<file path="src/design/assert_macros.svh">
// Assertion macros shared by the relief shader RTL.
// Included by the modules that carry concurrent checks; no other dependencies.
`ifndef ASSERT_MACROS_SVH
`define ASSERT_MACROS_SVH

// Immediate-implication check, disabled while reset is asserted (active low).
`define HMRS_ASSERT(label, clk, rstn, prop, msg) \
  label: assert property (@(posedge clk) disable iff (!rstn) (prop)) else $error(msg);

// Next-cycle implication check, disabled while reset is asserted (active low).
`define HMRS_ASSERT_NEXT(label, clk, rstn, ante, cons, msg) \
  label: assert property (@(posedge clk) disable iff (!rstn) (ante) |=> (cons)) else $error(msg);

`endif

</file>
<file path="src/design/hmrs_pkg.sv">
// Package for the relief shader: widths, register codes, stage struct.
// Used by every module of the block; no dependencies.
`default_nettype none
package hmrs_pkg;

  localparam int LINE_BUF_DEPTH = 4096;     // default max pixels per row
  localparam int LINE_WIDTH_W   = 13;
  localparam int COLOR_W        = 24;
  localparam int HEIGHT_W       = 16;
  localparam int LB_DATA_W      = HEIGHT_W + 1;  // {valid, height}
  localparam int CFG_INDEX_W    = 1;
  localparam int CFG_DATA_W     = LINE_WIDTH_W;

  localparam logic [LINE_WIDTH_W-1:0] LINE_WIDTH_RESET = 13'd4096;

  // configuration register indexes
  localparam logic [CFG_INDEX_W-1:0] REG_LINE_WIDTH     = 1'd0;
  localparam logic [CFG_INDEX_W-1:0] REG_SHADING_ENABLE = 1'd1;

  localparam int          SHADE_GAIN  = 12;
  localparam logic [7:0]  CHANNEL_MAX = 8'd255;
  localparam int          D_W         = 22;      // 12 * (2h - hl - hu)
  localparam logic signed [D_W-1:0] D_CLAMP = 22'sd36;

  // pixel held between the line-buffer read and the shading stage
  typedef struct packed {
    logic [COLOR_W-1:0]         color;
    logic signed [HEIGHT_W-1:0] height;
    logic signed [HEIGHT_W-1:0] left_height;
    logic                       height_valid;
    logic                       left_ok;
    logic                       upper_ok;    // not in first row
  } hmrs_pix_t;

endpackage
`default_nettype wire

</file>
<file path="src/design/hmrs_shade_stage.sv">
// Shading arithmetic and output register of the relief shader.
// Uses hmrs_pkg and assert_macros.svh.
`default_nettype none
`include "assert_macros.svh"
module hmrs_shade_stage
  import hmrs_pkg::*;
(
  input  wire logic                 clk,
  input  wire logic                 rst_n,
  input  wire logic                 shading_enable,
  input  wire logic                 pix_valid,
  input  wire hmrs_pix_t            pix,
  input  wire logic [LB_DATA_W-1:0] upper,
  output logic                      pix_ready,
  output logic                      out_valid,
  input  wire logic                 out_ready,
  output logic [COLOR_W-1:0]        out_shaded_color
);

  logic                       out_valid_r, out_valid_nxt;
  logic [COLOR_W-1:0]         color_r, color_nxt;
  logic signed [HEIGHT_W-1:0] upper_height;
  logic                       upper_valid;
  logic signed [D_W-1:0]      diff, d_raw, d_clamped;
  logic                       apply;
  logic                       take;

  assign upper_height = upper[HEIGHT_W-1:0];
  assign upper_valid  = upper[HEIGHT_W];

  assign pix_ready = !out_valid_r || out_ready;
  assign take      = pix_valid && pix_ready;

  function automatic logic [7:0] sat_add(input logic [7:0] ch,
                                         input logic signed [D_W-1:0] d);
    logic signed [D_W:0] s;
    s = $signed({{(D_W-7){1'b0}}, ch}) + (D_W+1)'(d);
    if (s < 0)                                       return 8'd0;
    else if (s > $signed({{(D_W-7){1'b0}}, CHANNEL_MAX})) return CHANNEL_MAX;
    else                                             return s[7:0];
  endfunction

  always_comb begin
    diff = D_W'(pix.height) + D_W'(pix.height)
         - D_W'(pix.left_height) - D_W'(upper_height);
    // times 12 as two shifts
    d_raw     = (diff <<< 3) + (diff <<< 2);
    d_clamped = (d_raw > D_CLAMP) ? D_CLAMP : d_raw;
    apply = shading_enable && pix.height_valid && pix.left_ok
         && pix.upper_ok && upper_valid;
    color_nxt = color_r;
    if (take) begin
      if (apply) begin
        color_nxt = {sat_add(pix.color[23:16], d_clamped),
                     sat_add(pix.color[15:8],  d_clamped),
                     sat_add(pix.color[7:0],   d_clamped)};
      end else begin
        color_nxt = pix.color;
      end
    end
    out_valid_nxt = take ? 1'b1 : (out_ready ? 1'b0 : out_valid_r);
  end

  always_ff @(posedge clk) begin
    if (!rst_n) begin
      out_valid_r <= 1'b0;
    end else begin
      out_valid_r <= out_valid_nxt;
    end
  end

  always_ff @(posedge clk) begin
    color_r <= color_nxt;
  end

  assign out_valid        = out_valid_r;
  assign out_shaded_color = color_r;

  `HMRS_ASSERT_NEXT(a_pass_through, clk, rst_n, take && !shading_enable, out_shaded_color == $past(pix.color), "color changed with shading disabled")
  `HMRS_ASSERT_NEXT(a_take_valid, clk, rst_n, take, out_valid, "taken pixel produced no result")

endmodule
`default_nettype wire

</file>
<file path="config.mk">
export PLATFORM = sky130hd
export DESIGN_NAME = hmrs_shade_stage
export DESIGN_NICKNAME = d
export VERILOG_FILES = /design/src/design/hmrs_pkg.sv /design/src/design/hmrs_shade_stage.sv
export VERILOG_INCLUDE_DIRS = /design/src /design/src/design
export SDC_FILE = /design/constraint.sdc
export NUM_CORES = 1
export LEC_CHECK = 0
export BUFFER_PORTS_ARGS = -buffer_cell sky130_fd_sc_hd__buf_4
export CORE_MARGIN = 3
export CORE_UTILIZATION = 40
export DETAILED_ROUTE_END_ITERATION = 8
export GPL_TIMING_DRIVEN = 0
export HOLD_SLACK_MARGIN = 0.05
export SYNTH_ARGS = -nofsm -noshare
export SYNTH_HDL_FRONTEND = slang
export SYNTH_SLANG_ARGS = --single-unit
</file>
<file path="constraint.sdc">
create_clock -name clk -period 7.9 [get_ports clk]
set_input_delay 1.58 -clock clk [delete_from_list [all_inputs] [get_ports clk]]
set_output_delay 1.58 -clock clk [all_outputs]
set_load 0.02 [all_outputs]
</file>
==> reports/results.ini <==
[pwr]
p_clk_share_pct = 3.2
power_frac_seq_pct = 4.5
p_leak_nw = 3.19
power_w = 0.00366
p_per_area_nw_per_um2 = 495
switching_share_pct = 52.2
peakVddDrop_uv = 231
internal_power_w = 0.00175
pwr-share-comb_pct = 92.3
p_sw_w = 0.00191

[synthesis]
synth_cell_type_count = 86
synth_top_flop_cell = edfxtp_1
async_reset_ff_share_pct = 0
syn_area_um2 = 5050
yosys_warnings = 0
synthTopCellsByArea = ha_1 15%, edfxtp_1 14%, fa_1 6.7%, a21oi_1 4.4%, xnor2_1 4.2%
synth_edf_count = 24
synth.avg_cell_area_um2 = 8.39
synth_seq_cells = 25
ys_seq_area_share_pct = 14.7
yosys.area.top_type = ha_1
yosysTopAreaCellShare_pct = 14.9
synthesis.nets = 760
syn_inst = 602

[placement]
dp_hpwl_um = 12000
io_buffers = 103
place_congestion = 0.896
pre_cts_slack_ps = -1600
place_area_um2 = 6180

[floorplan]
die_w_um = 118
coreArea_um2 = 12200
rows = 40
io_pins = 107
start_util_pct = 41.5
die_area_um2 = 14000
die_h_um = 118

[final_layout]
multi_input_area_um2 = 4840
design_area_um2 = 7390
layout.nets = 921
drive_gt1_share_pct = 41.1
area_delta_synth_final_pct = 46.3
diodes = 0
nFillCells = 1091
regArea_um2 = 741

[global_routing]
grt-ovfl-total = 0
grtUsageMet1_pct = 23.9
grtUsageMet3_pct = 2.01
use_met2_pct = 40.1
grt_usage_pct = 20.5
grt_max_degree = 25
grt_pass1_vias = 5210
antenna_found_initial = 0
busiest_layer = met2
grt_first_pass_wirelength_um = 24400

[clock_tree]
htree_levels = 1
cts_tree = done
clock_latency_ps = 260
clock_path_buffers = 2
cts_hold_buf = 0
cts_root_buf = clkbuf_16
cts_buffers = 3
path_clk_slew_ps = 70
clkSinkCount = 25

[worst_setup_path]
crit_required_ps = 7990
worstSetupPathType = input port to register
crit_buf_inv = 4
crit_cells = 33
crit_slowest_cell = o41ai_4
cp.arrival_ps = 8520
r2r_cells = 2
crit_fanout = 7
cp_top_family = compound AO/OA/AOI/OAI gates
max_stage_delay_ps = 600
crit_path_start_kind = input port
end_kind = register

[timing]
period_share_pct = 107
worst_pin_slew_ps = 1080
layout_setup_ws_ps = -525
clock.fmax_mhz = 119
setup_viol = 24
rsz0062_at_grt = yes
fin_crit_ps = 8430
slew_headroom_pct = 27.8
fin_setup_tns_ps = -10130
hold_violations = 0
clock_skew_ps = 9.56
slew_viol_final = 0
fin_hold_ws_ps = 561

[detailed_routing]
drt_iter0_drc = 233
num_vias = 5241
drt-wirelength-per-cell_um = 16.6
totalWireLength_um = 15400
drt_first_pass_iters = 5
drc = 0
antenna_left = 0
vias_per_cell = 5.64

[min_path]
whs_path_depth = 2
worst_hold_path_type = register to register

[outcome]
status = finished with violations
violations = setup timing

[run]
maxCapViolations = 0

worst register-to-register path, stage by stage, from the launching register on:
cell,delay [ps]
dfxtp_1,320
nand2b_1,100
and2_1,860
power by group through the flow:
stage	combinational, W	sequential [W]	clock, W
after floorplan	0.00196	0.000182	0
after global placement	0.00250	0.000166	0
after detailed placement	0.00253	0.000167	0
after CTS	0.00317	0.000164	0.000116
after global routing	0.00367	0.000165	0.000121
final	0.00338	0.000164	0.000117
metal layers:
metal | vias to the layer above | wire (um)
met5 | - | 0
met4 | 0 | 221
met3 | 19 | 525
met2 | 126 | 8310
met1 | 2512 | 6370
li1 | 2584 | -
Yosys cell counts, types with 16 or more instances:
| library cell | count |
|---|---|
| a211oi_1 | 16 |
| a21o_1 | 27 |
| a21oi_1 | 44 |
| edfxtp_1 | 24 |
| fa_1 | 17 |
| ha_1 | 60 |
| inv_1 | 54 |
| nand2_1 | 26 |
| nor2_1 | 49 |
| o21ai_0 | 25 |
| xnor2_1 | 24 |
| xor2_1 | 21 |
logic make-up after synthesis:
group	Yosys count	synth area share [%]
XOR/XNOR	46	8.25
buffers and inverters	73	5.70
AND/OR/NAND/NOR	164	17.0
flip-flops	25	14.7
multiplexers	6	1.24
adder cells (fa/ha/maj)	80	22.2
AO/OA/AOI/OAI	208	30.9
metrics by stage:
step,utilization (%),instances
finish,60.7,930
global route,60.7,930
CTS,58.4,912
detailed placement,50.8,873
global placement,50.8,873
floorplan,-,602
registers in the layout (all words and copies together), names as in the netlist:
register	count
out_shaded_color	24
out_valid	1
path summary, 6_finish.rpt:
kind                                 from  slack [ps]                   end
worst max-delay path               pix[7]        -530  out_shaded_color[11]
worst min-delay path            out_valid         560             out_valid
worst max register to register  out_valid        6230  out_shaded_color[15]
worst min register to register  out_valid         560             out_valid
layout make-up:
class / count / share of cell area (%)
Buffer: 11 / 0.796
Clock buffer: 3 / 1.02
Clock inverter: 1 / 0.102
Inverter: 56 / 2.91
Multi-Input combinational cell: 504 / 65.5
Sequential cell: 25 / 10.0
Tap cell: 168 / 2.85
Timing Repair Buffer: 162 / 16.8
cell usage in the layout, fill, tap and decap left out, types with 6 or more instances in the layout:
cell type / netlist / layout
o221a_1: 6 / 6
a21oi_1: 44 / 27
a211oi_1: 16 / 9
a211oi_2: 1 / 6
inv_1: 54 / 51
a31oi_1: 10 / 7
ha_1: 60 / 38
xnor2_1: 24 / 18
a21oi_2: 0 / 12
nand2_1: 26 / 21
nor3_1: 10 / 6
xor2_1: 21 / 18
buf_4: 0 / 153
a21o_1: 27 / 25
nand4_1: 7 / 7
nor2b_1: 8 / 7
fa_1: 17 / 17
nand3_1: 13 / 11
buf_6: 1 / 10
o21ai_0: 25 / 20
nor2_1: 49 / 43
ha_4: 0 / 18
a311oi_2: 3 / 8
a21oi_4: 1 / 6
clkbuf_1: 13 / 7
edfxtp_1: 24 / 24
repair_timing:
action                                  in CTS  in global routing
pin swaps                                   71                 47
gates resized for setup                    112                 26
buffers inserted                            38                 21
endpoints found under the setup margin      24                 24
Power figures use the tool's default switching activity.
